`config.mk`:
```
export PLATFORM = sky130hd
export DESIGN_NAME = bitpacked_equality_scan_count
export DESIGN_NICKNAME = d
export VERILOG_FILES = /design/src/rtl/besc_pkg.sv /design/src/rtl/besc_ctrl.sv /design/src/rtl/besc_datapath.sv /design/src/rtl/bitpacked_equality_scan_count.sv
export SDC_FILE = /design/constraint.sdc
export NUM_CORES = 2
export LEC_CHECK = 0
export ABC_AREA = 1
export CORE_MARGIN = 10
export CORE_UTILIZATION = 50
export CTS_CLUSTER_DIAMETER = 100
export DETAILED_ROUTE_END_ITERATION = 8
export DONT_BUFFER_PORTS = 1
export PLACE_DENSITY = 0.7
export SKIP_LAST_GASP = 1
export SYNTH_ARGS = -nofsm -noshare
export SYNTH_HDL_FRONTEND = slang
export SYNTH_SLANG_ARGS = --single-unit
```
`constraint.sdc`:
```
create_clock -name clk -period 7.2 [get_ports clk]
set_input_delay 1.44 -clock clk [delete_from_list [all_inputs] [get_ports clk]]
set_output_delay 1.44 -clock clk [all_outputs]
set_load 0.005 [all_outputs]
```
`src/rtl/besc_pkg.sv`:
```
// ----------------------------------------------------------------------------
// besc_pkg
// Shared constants and types for the bit-packed equality scan.
// ----------------------------------------------------------------------------
package besc_pkg;

    localparam int LANES      = 32;
    localparam int LANE_BITS  = $clog2(LANES);
    localparam int COUNT_BITS = 48;
    localparam int WORD_BITS  = 32;
    localparam int ACC_BITS   = 2 * WORD_BITS - 1;
    localparam int AVAIL_BITS = $clog2(ACC_BITS + 1);

    localparam logic [1:0] REG_BIT_WIDTH   = 2'd0;
    localparam logic [1:0] REG_MATCH_VALUE = 2'd1;

    localparam logic [COUNT_BITS-1:0] COUNT_MAX = {COUNT_BITS{1'b1}};

    typedef struct packed {
        logic load;
        logic step;
        logic finish;
        logic emit;
    } besc_cmd_t;

    typedef struct packed {
        logic more;
        logic last;
    } besc_status_t;

endpackage

```
`src/rtl/besc_ctrl.sv`:
```
// ----------------------------------------------------------------------------
// besc_ctrl
// Sequencer: accepts a word, steps the extractor, emits the count.
// ----------------------------------------------------------------------------
module besc_ctrl
(
    input  logic                  clk,
    input  logic                  rst_n,
    input  logic                  in_valid,
    output logic                  in_ready,
    input  logic                  cfg_valid,
    output logic                  cfg_ready,
    output logic                  out_valid,
    input  logic                  out_ready,
    input  besc_pkg::besc_status_t status,
    output besc_pkg::besc_cmd_t    cmd
);
    import besc_pkg::*;

    typedef enum logic [1:0] {ST_IDLE, ST_SCAN, ST_EMIT} state_t;

    state_t state_reg, state_next;
    logic   out_valid_reg, out_valid_next;

    always_comb
    begin
        state_next     = state_reg;
        out_valid_next = out_valid_reg && !out_ready;
        cmd            = '0;
        case (state_reg)
            ST_IDLE:
            begin
                if (in_valid && !cfg_valid)
                begin
                    cmd.load   = 1'b1;
                    state_next = ST_SCAN;
                end
            end
            ST_SCAN:
            begin
                if (status.more)
                begin
                    cmd.step = 1'b1;
                end
                else
                begin
                    cmd.finish = 1'b1;
                    state_next = status.last ? ST_EMIT : ST_IDLE;
                end
            end
            ST_EMIT:
            begin
                if (!out_valid_reg || out_ready)
                begin
                    cmd.emit       = 1'b1;
                    out_valid_next = 1'b1;
                    state_next     = ST_IDLE;
                end
            end
            default:
            begin
                state_next = ST_IDLE;
            end
        endcase
    end

    always_ff @(posedge clk or negedge rst_n)
    begin
        if (!rst_n)
        begin
            state_reg     <= ST_IDLE;
            out_valid_reg <= 1'b0;
        end
        else
        begin
            state_reg     <= state_next;
            out_valid_reg <= out_valid_next;
        end
    end

    // a pending config write goes ahead of a word
    assign in_ready  = (state_reg == ST_IDLE) && !cfg_valid;
    assign cfg_ready = (state_reg == ST_IDLE);
    assign out_valid = out_valid_reg;

endmodule

```
`src/rtl/besc_datapath.sv`:
```
// ----------------------------------------------------------------------------
// besc_datapath
// Lane leftover store, value extractor, comparator and saturating count.
// ----------------------------------------------------------------------------
module besc_datapath
(
    input  logic                             clk,
    input  logic                             rst_n,
    input  besc_pkg::besc_cmd_t              cmd,
    output besc_pkg::besc_status_t           status,
    input  logic                             cfg_write,
    input  logic [1:0]                       cfg_index,
    input  logic [31:0]                      cfg_data,
    input  logic [31:0]                      packed_word,
    input  logic                             last_word,
    output logic [besc_pkg::COUNT_BITS-1:0]  match_count
);
    import besc_pkg::*;

    logic [5:0]            bit_width_reg;
    logic [31:0]           match_value_reg;
    logic [30:0]           leftover_mem [LANES];
    logic [LANE_BITS-1:0]  lane_reg;
    logic [4:0]            row_reg;
    logic [4:0]            len_reg;
    logic [COUNT_BITS-1:0] count_reg;
    logic [COUNT_BITS-1:0] out_reg;
    logic [ACC_BITS-1:0]   acc_reg;
    logic [AVAIL_BITS-1:0] avail_reg;
    logic                  last_reg;

    logic [5:0]            width;
    logic [31:0]           val_mask;
    logic [31:0]           len_mask;
    logic [ACC_BITS-1:0]   acc_load;
    logic                  hit;
    logic [5:0]            row_inc;

    assign width    = (bit_width_reg > 6'd32) ? 6'd32 : bit_width_reg;
    assign val_mask = (width >= 6'd32) ? 32'hFFFF_FFFF : ((32'd1 << width) - 32'd1);
    assign len_mask = (32'd1 << len_reg) - 32'd1;
    assign acc_load = ACC_BITS'({1'b0, leftover_mem[lane_reg]} & len_mask)
                    | (ACC_BITS'(packed_word) << len_reg);
    assign hit      = ((acc_reg[31:0] & val_mask) == match_value_reg);
    assign row_inc  = 6'(row_reg) + 6'd1;

    assign status.more = (width != 6'd0) && (avail_reg >= width);
    assign status.last = last_reg;
    assign match_count = out_reg;

    always_ff @(posedge clk)
    begin
        if (cmd.load)
        begin
            acc_reg   <= acc_load;
            avail_reg <= AVAIL_BITS'(len_reg) + AVAIL_BITS'(WORD_BITS);
            last_reg  <= last_word;
        end
        else if (cmd.step)
        begin
            acc_reg   <= acc_reg >> width;
            avail_reg <= avail_reg - width;
        end
        if (cmd.finish && width != 6'd0)
        begin
            leftover_mem[lane_reg] <= acc_reg[30:0];
        end
        if (cmd.emit)
        begin
            out_reg <= count_reg;
        end
    end

    always_ff @(posedge clk or negedge rst_n)
    begin
        if (!rst_n)
        begin
            bit_width_reg   <= 6'd32;
            match_value_reg <= '0;
            lane_reg        <= '0;
            row_reg         <= '0;
            len_reg         <= '0;
            count_reg       <= '0;
        end
        else
        begin
            if (cfg_write && cfg_index == REG_BIT_WIDTH)
            begin
                bit_width_reg <= cfg_data[5:0];
                lane_reg      <= '0;
                row_reg       <= '0;
                len_reg       <= '0;
            end
            if (cfg_write && cfg_index == REG_MATCH_VALUE)
            begin
                match_value_reg <= cfg_data;
            end
            if (cmd.step && hit && count_reg != COUNT_MAX)
            begin
                count_reg <= count_reg + COUNT_BITS'(1);
            end
            if (cmd.finish && width != 6'd0)
            begin
                lane_reg <= lane_reg + LANE_BITS'(1);
                if (lane_reg == LANE_BITS'(LANES - 1))
                begin
                    if (row_inc >= width)
                    begin
                        row_reg <= '0;
                        len_reg <= '0;
                    end
                    else
                    begin
                        row_reg <= row_inc[4:0];
                        len_reg <= avail_reg[4:0];
                    end
                end
            end
            if (cmd.emit)
            begin
                count_reg <= '0;
                lane_reg  <= '0;
                row_reg   <= '0;
                len_reg   <= '0;
            end
        end
    end

endmodule

```
`src/rtl/bitpacked_equality_scan_count.sv`:
```
// ----------------------------------------------------------------------------
// bitpacked_equality_scan_count
// Counts values equal to a target in a 32-lane interleaved bit-packed column.
// ----------------------------------------------------------------------------
// Usage:
//   Input channel (in_valid/in_ready) takes one packed word per handshake with
//   last_word marking the final word of a column. Output channel
//   (out_valid/out_ready) delivers one saturating match_count per last word.
//   Config channel (cfg_valid/cfg_ready, cfg_index, cfg_data) writes
//   bit_width (index 0) and match_value (index 1) while idle; a pending
//   config write holds off the input. Writing bit_width restarts alignment.
//   Each word is accepted, then the extractor tests one value per cycle while
//   a full value remains, then the leftover bits are stored for its lane.
//   A last word then loads the output register.
//   Reset clears count, alignment and handshakes; width returns to 32.
//   A stalled receiver holds the count; words keep being taken until the
//   next last word, which waits for the output register to free up.
// ----------------------------------------------------------------------------
module bitpacked_equality_scan_count
(
    input  logic                             clk,
    input  logic                             rst_n,
    input  logic                             in_valid,
    output logic                             in_ready,
    input  logic [31:0]                      packed_word,
    input  logic                             last_word,
    output logic                             out_valid,
    input  logic                             out_ready,
    output logic [besc_pkg::COUNT_BITS-1:0]  match_count,
    input  logic                             cfg_valid,
    output logic                             cfg_ready,
    input  logic [1:0]                       cfg_index,
    input  logic [31:0]                      cfg_data
);
    import besc_pkg::*;

    besc_cmd_t    cmd;
    besc_status_t status;

    besc_ctrl u_ctrl
    (
        .clk       (clk),
        .rst_n     (rst_n),
        .in_valid  (in_valid),
        .in_ready  (in_ready),
        .cfg_valid (cfg_valid),
        .cfg_ready (cfg_ready),
        .out_valid (out_valid),
        .out_ready (out_ready),
        .status    (status),
        .cmd       (cmd)
    );

    besc_datapath u_datapath
    (
        .clk         (clk),
        .rst_n       (rst_n),
        .cmd         (cmd),
        .status      (status),
        .cfg_write   (cfg_valid && cfg_ready),
        .cfg_index   (cfg_index),
        .cfg_data    (cfg_data),
        .packed_word (packed_word),
        .last_word   (last_word),
        .match_count (match_count)
    );

endmodule

```
* Word level (Yosys, flattened, before mapping)
Memory sizes are Yosys's and may differ from the RTL's.
Index checks and enable logic that the tools add are counted.
** Cells by class
- $add $sub $neg :: 7
- Multiply operators :: 0
- Div/mod/pow operators :: 0
- Magnitude comparators :: 4
- Eq/ne operators :: 9
- Shift-type cells :: 4
- Multiplexer cells :: 37
- Bitwise operators :: 3
- Reductions and logical operators :: 21
** Operator list (number)
- 63-bit two-way mux :: 2
- 48-bit two-way mux :: 2
- 5-bit two-way mux :: 13
- 32-bit by 1-bit subtractor with 32-bit output (second input constant) :: 2
- 63-bit OR :: 1
- 32-bit by 5-bit left shift with 63-bit output :: 1
- 63-bit by 6-bit >> shifter with 63-bit output :: 1
- 48-bit by 1-bit adder with 48-bit output (second input constant) :: 1
- 48-bit != test (second input constant) :: 1
- 31-bit by 32-bit bitwise AND with 32-bit output :: 1
- 32-bit bitwise AND :: 1
- 32-bit equality test :: 1
- 32-bit two-way mux :: 1
- 1-bit by 5-bit left shift with 32-bit output (first input constant) :: 1
- 1-bit by 6-bit left shift with 32-bit output (first input constant) :: 1
- 6-bit two-way mux :: 3
- 6-bit >= comparator :: 2
- 1-bit logical AND :: 10
- 1-bit two-way mux :: 10
- 2-bit two-way mux :: 5
- 5-bit by 1-bit adder with 6-bit output (second input constant) :: 1
- 5-bit by 6-bit adder with 6-bit output (second input constant) :: 1
- 6-bit >= comparator (second input constant) :: 1
- 6-bit greater-than comparator (second input constant) :: 1
- 15 further kinds :: 21
** Storage, ports and cells
- Register bits after elaboration :: 222
- Bits in latches :: 0
- Memory bits (writable) :: 992
- ROM bits :: 0
- Input port bits :: 72
- Output and inout bits :: 51
- Word-level logic and storage cells :: 98
- Memories :: 1
** Memories
- u_datapath.leftover_mem :: depth 32, width 31, read ports 1, clocked after Yosys merged registers in 0, wr ports 1, RTL line besc_datapath.sv:22 : logic [30:0] leftover_mem [LANES];

* Logic depth before layout (Yosys ltp)
- Depth in word-level cells :: 11
- Gate-level depth with buffers :: 28
- Mapped depth without buffers :: 22

* By module
From an unflattened synthesis, not the netlist that was laid out.
** Second synthesis, totals
- Cell total of the unflattened synthesis :: 5442
- Area, all modules :: 55958.7 um^2
** By module, submodules not included
- besc_datapath :: instances 1, cells an instance 5412, area an instance 55772.2 um^2, sequential area each 35860.6 um^2
- besc_ctrl :: instances 1, cells an instance 28, area an instance 178.9 um^2, sequential area each 75.1 um^2
- bitpacked_equality_scan_count :: instances 1, cells an instance 2, area an instance 7.5 um^2, sequential area each 0.0 um^2

* Worst setup path after synthesis
No wires, ideal clock.
- Path type :: reg-to-reg
- From :: reg u_datapath.bit_width_reg[5]
- To :: reg u_datapath.acc_reg[10], enable pin
- Library setup time :: 0.427 ns
- Arrival :: 4.520 ns
- Data required time :: 6.773 ns
- Slack :: 2.253 ns
- Cell stages (with the launch flop) :: 21
- Path buffers :: 6
- Path through :: dfstp_2 > buf_6 > inv_2 > buf_6 > nand2_4 > buf_2 > buf_1 > clkbuf_1 > ha_1 > nand2_1 > inv_1 > nand3_1 > nand3_1 > nor2_1 > nor2_1 > inv_2 > nand3_1 > nor2_2 > inv_1 > clkbuf_1 > nand2_1
** On the way
- Word-level cells in the longest chain between the ends :: 7
** RTL lines
- start: declaration :: RTL line besc_datapath.sv:20 : logic [5:0] bit_width_reg;
- start signal: assignment :: RTL line besc_datapath.sv:89 : bit_width_reg <= cfg_data[5:0];
- 6-bit greater-than comparator :: RTL line besc_datapath.sv:39 : assign width = (bit_width_reg > 6'd32) ? 6'd32 : bit_width_reg;
- 6-bit two-way mux (*) :: RTL line besc_datapath.sv:39
- 6-bit >= comparator or 6-bit nonzero test (tied branches) :: RTL line besc_datapath.sv:47 : assign status.more = (width != 6'd0) && (avail_reg >= width);
- 1-bit logical AND (*) :: RTL line besc_datapath.sv:47
- 1-bit two-way mux (*) :: RTL line besc_ctrl.sv:41 : if (status.more)
- 2-bit two-way mux (*) :: RTL line besc_ctrl.sv:30 : case (state_reg)
- 2-bit nonzero test (no line) (*)
- end signal: assignment :: RTL line besc_datapath.sv:55 : acc_reg <= acc_load;
- end signal: assignment :: RTL line besc_datapath.sv:61 : acc_reg <= acc_reg >> width;
- end: declaration :: RTL line besc_datapath.sv:28 : logic [ACC_BITS-1:0] acc_reg;
Mark *: on every way between the ends. The rest lies on a longest branch, timed or not.
A chain may end at the register's enable or synchronous reset.

* Final worst setup path
- From :: reg u_datapath.bit_width_reg[5]
- To :: reg u_datapath.acc_reg[40] (data pin)
** On the way
- Word-level cells in the longest chain between the ends :: 5
** RTL lines
- 6-bit greater-than comparator :: RTL line besc_datapath.sv:39
- 6-bit two-way mux (*) :: RTL line besc_datapath.sv:39
- 63-bit by 6-bit >> shifter with 63-bit output (*) :: RTL line besc_datapath.sv:61
- 63-bit two-way mux (*) :: RTL line besc_datapath.sv:59 : else if (cmd.step)
- 63-bit two-way mux (*) :: RTL line besc_datapath.sv:53 : if (cmd.load)
Mark *: on every way between the ends. The rest lies on a longest branch, timed or not. The select of a mux whose other input is x is not followed.

==> impl_metrics.tcl <==
set metrics [dict create \
    hold_buffers 0 \
    dp_cells 6653 \
    htreeDepth 3 \
    ctsResizeCount 0 \
    largest_register_ffs 992 \
    post-route-drc-count 0 \
    p_leak_uw 0.02194 \
    finalHoldViolCount 0 \
    fp.dieH_um 354.1 \
    fin_cells 6880 \
    cts-root-buf "clkbuf_16" \
    vias 42893 \
    port_buffers 0 \
    p_per_area_nw_per_um2 455.1 \
    fin_tns_setup_ns 0 \
    hpwl_um 114900 \
    grt_pass1_wl_um 264000 \
    nets 5381 \
    cp-end-kind "flop" \
    status "completed" \
    synthCells 5377 \
    critPathMaxFanout 38 \
    cp-start-kind "flop" \
    rows 122 \
    layout_common_cells "1110 x edfxtp_1, 941 x nand2_1, 828 x o21ai_0" \
    die_w_um 354.1 \
    dr.first_iter.drc_count 6385 \
    arrival_ns 6.17 \
    die_area_um2 125400 \
    clk_latency_ns 0.76 \
    nFillCells 9341 \
    ys_seq_area_share_pct 64.40 \
    slew_headroom_pct 15.32 \
    setup_viol 0 \
    final_common_cell "edfxtp_1" \
    grt_antenna_before_repair 2 \
    crit_type "reg2reg" \
    synth_edf_count 1110 \
    required_ns 7.66 \
    avgSynthCellArea_um2 10.38 \
    routed_via_density 6.234 \
    postRouteAntennaNets 0 \
    diodes 0 \
    ir_drop_uv 328.8 \
    final_max_slew_viol_count 0 \
    fmax_ghz 0.1753 \
    hold_path.class "in2async" \
    ios 123 \
    cts_post_setup_buffers_inserted 0 \
    ys_ff_latch 1214 \
    ys.flop_type "edfxtp_1" \
    worstMarginPinSlew_ns 1.270 \
    area_growth_pct 10.56 \
    period_minus_slack_ns 5.704 \
    wl_per_cell_um 26.30 \
    synthArstFlopShare_pct 8.567 \
    core_region_area_um2 110700 \
    post-route-period-util_pct 79.22 \
    synth.distinct_cells 67 \
    yosys_warnings 0 \
    max_cap_violations 0 \
    grt_start_max_net_pins 199 \
    cts_buffers 120 \
    syn-num-nets 5471 \
    gp_congestion 1.009 \
    synth_area_um2 55800 \
    rsz0062_at_grt "false" \
    clockBufferDepth 3 \
    globalRouteTotalUtil_pct 27.75 \
    firstDrtPassIters 7 \
    cts_num_sinks 1214 \
    first_global_vias 39488 \
    start_util_pct 50.42 \
    path_clk_slew_ns 0.07 \
    holdWs_ns 0.3984 \
    drive_gt1_share_pct 8.030 \
    gr-total-overflow 0 \
    cts_tree "yes" \
    routed_wl_um 180900 \
    finalClockSkew_ns 0.04226 \
]
[worst paths after layout]
check / from / endpoint / slack, ns / cells past startpoint
setup reg to reg: u_datapath.bit_width_reg[5] / u_datapath.acc_reg[40] / 1.50 / 20
hold reg to reg: u_datapath.match_value_reg[10] / u_datapath.match_value_reg[10] / 0.53 / 1
setup / recovery: u_datapath.bit_width_reg[5] / u_datapath.acc_reg[40] / 1.50 / 20
min in group clk: u_datapath.match_value_reg[10] / u_datapath.match_value_reg[10] / 0.53 / 1
max in group asynchronous: rst_n / u_datapath.bit_width_reg[5] / 6.46 / 0
hold / removal: rst_n / u_datapath.count_reg[27] / 0.40 / 0
[critical path, cell delays in order (launching register included)]
cell      delay, ns
dfstp_2        0.36
buf_4          0.24
inv_2          0.73
nand2_4        0.48
ha_1           0.51
nand2_1        0.11
inv_1          0.06
nand3_1        0.06
nand3_1        0.10
nor2_1         0.14
nor2_1         0.10
inv_2          0.16
nand3_1        0.16
nor2_4         0.62
nor2_1         0.17
inv_1          0.44
nor2_1         0.22
inv_1          0.32
o21ai_0        0.15
o21ai_0        0.10
o221ai_1       0.13
[layer usage]
| layer | part of all wire, % | up-vias | track usage (%) |
|---|---|---|---|
| li1 | - | 19012 | - |
| met3 | 12 | 419 | 6.146 |
| met1 | 40 | 20850 | 39.53 |
| met2 | 44 | 2612 | 41.15 |
| met4 | 4.4 | 0 | 10.96 |
| met5 | 0 | - | 0 |
[cells by family (layout without fill, tap and decap cells)]
kind of cell / Yosys count / count (layout) / synth area share [%]
AOI/OAI and AO/OA: 1326 / 1326 / 13.45
xor gates and xnor gates: 73 / 73 / 1.146
adders and majority gates: 22 / 22 / 0.5068
buffers and inverters: 577 / 592 / 4.059
DFF: 1214 / 1214 / 64.40
muxes: 38 / 38 / 0.7220
and+or+nand+nor: 2127 / 2127 / 15.71
[Yosys cell counts (all sizes together) (3+ instances only)]
| master | count | area share [%] |
|---|---|---|
| nand3 | 211 | 1.9 |
| mux2 | 18 | 0.36 |
| a211oi | 4 | 0.063 |
| nor4 | 6 | 0.067 |
| o311ai | 5 | 0.078 |
| buf | 43 | 0.47 |
| o31ai | 3 | 0.040 |
| ha | 21 | 0.47 |
| o22ai | 282 | 3.2 |
| edfxtp | 1110 | 60 |
| o21ai | 830 | 7.5 |
| xor2 | 48 | 0.75 |
| nor2 | 820 | 5.6 |
| a21oi | 53 | 0.48 |
| nand2 | 951 | 6.5 |
| clkinv | 4 | 0.027 |
| or2 | 11 | 0.12 |
| nand4 | 73 | 0.87 |
| o21a | 19 | 0.26 |
| inv | 240 | 1.6 |
| a31oi | 16 | 0.18 |
| nand3b | 13 | 0.17 |
| mux2i | 20 | 0.36 |
| xnor2 | 25 | 0.39 |
| a22o | 38 | 0.60 |
| o221ai | 22 | 0.35 |
| o211ai | 10 | 0.13 |
| a22oi | 10 | 0.13 |
| clkbuf | 290 | 2.0 |
| dfrtp | 103 | 4.6 |
| nor3 | 36 | 0.33 |
| a221oi | 15 | 0.24 |
[power breakdown]
part | total, µW | leakage (µW) | switching, µW | internal [µW]
Clock | 6480 | 0.00197 | 2800 | 3680
Combinational | 11200 | 0.00862 | 8300 | 2870
Sequential | 10400 | 0.0113 | 834 | 9590
Total | 28100 | 0.0219 | 11900 | 16100
[through the flow]
| step | power, µW | cell area (µm²) | util (%) | setup WS [ns] |
|---|---|---|---|---|
| after CTS | 27730 | 61690 | 55.74 | 1.623 |
| final | 28080 | 61690 | 55.74 | 1.496 |
| after global routing | 29290 | 61690 | 55.74 | 1.041 |
| after detailed placement | 21320 | 57610 | 52.06 | 1.661 |
| after floorplan | 17080 | 55800 | - | 2.253 |
| after global placement | 21220 | 57610 | 52.06 | 1.768 |
[area by class of cell]
type / instances / area, µm² / share of cell area, %
clock buffers: 140 / 3141 / 5.091
clock inverters: 87 / 937.1 / 1.519
inverters: 244 / 928.4 / 1.505
multi-input cells: 3586 / 17910 / 29.03
flip-flops and latches: 1214 / 35940 / 58.26
well taps: 1488 / 1862 / 3.018
repair buffers: 121 / 970.9 / 1.574
Power figures use the tool's default switching activity.
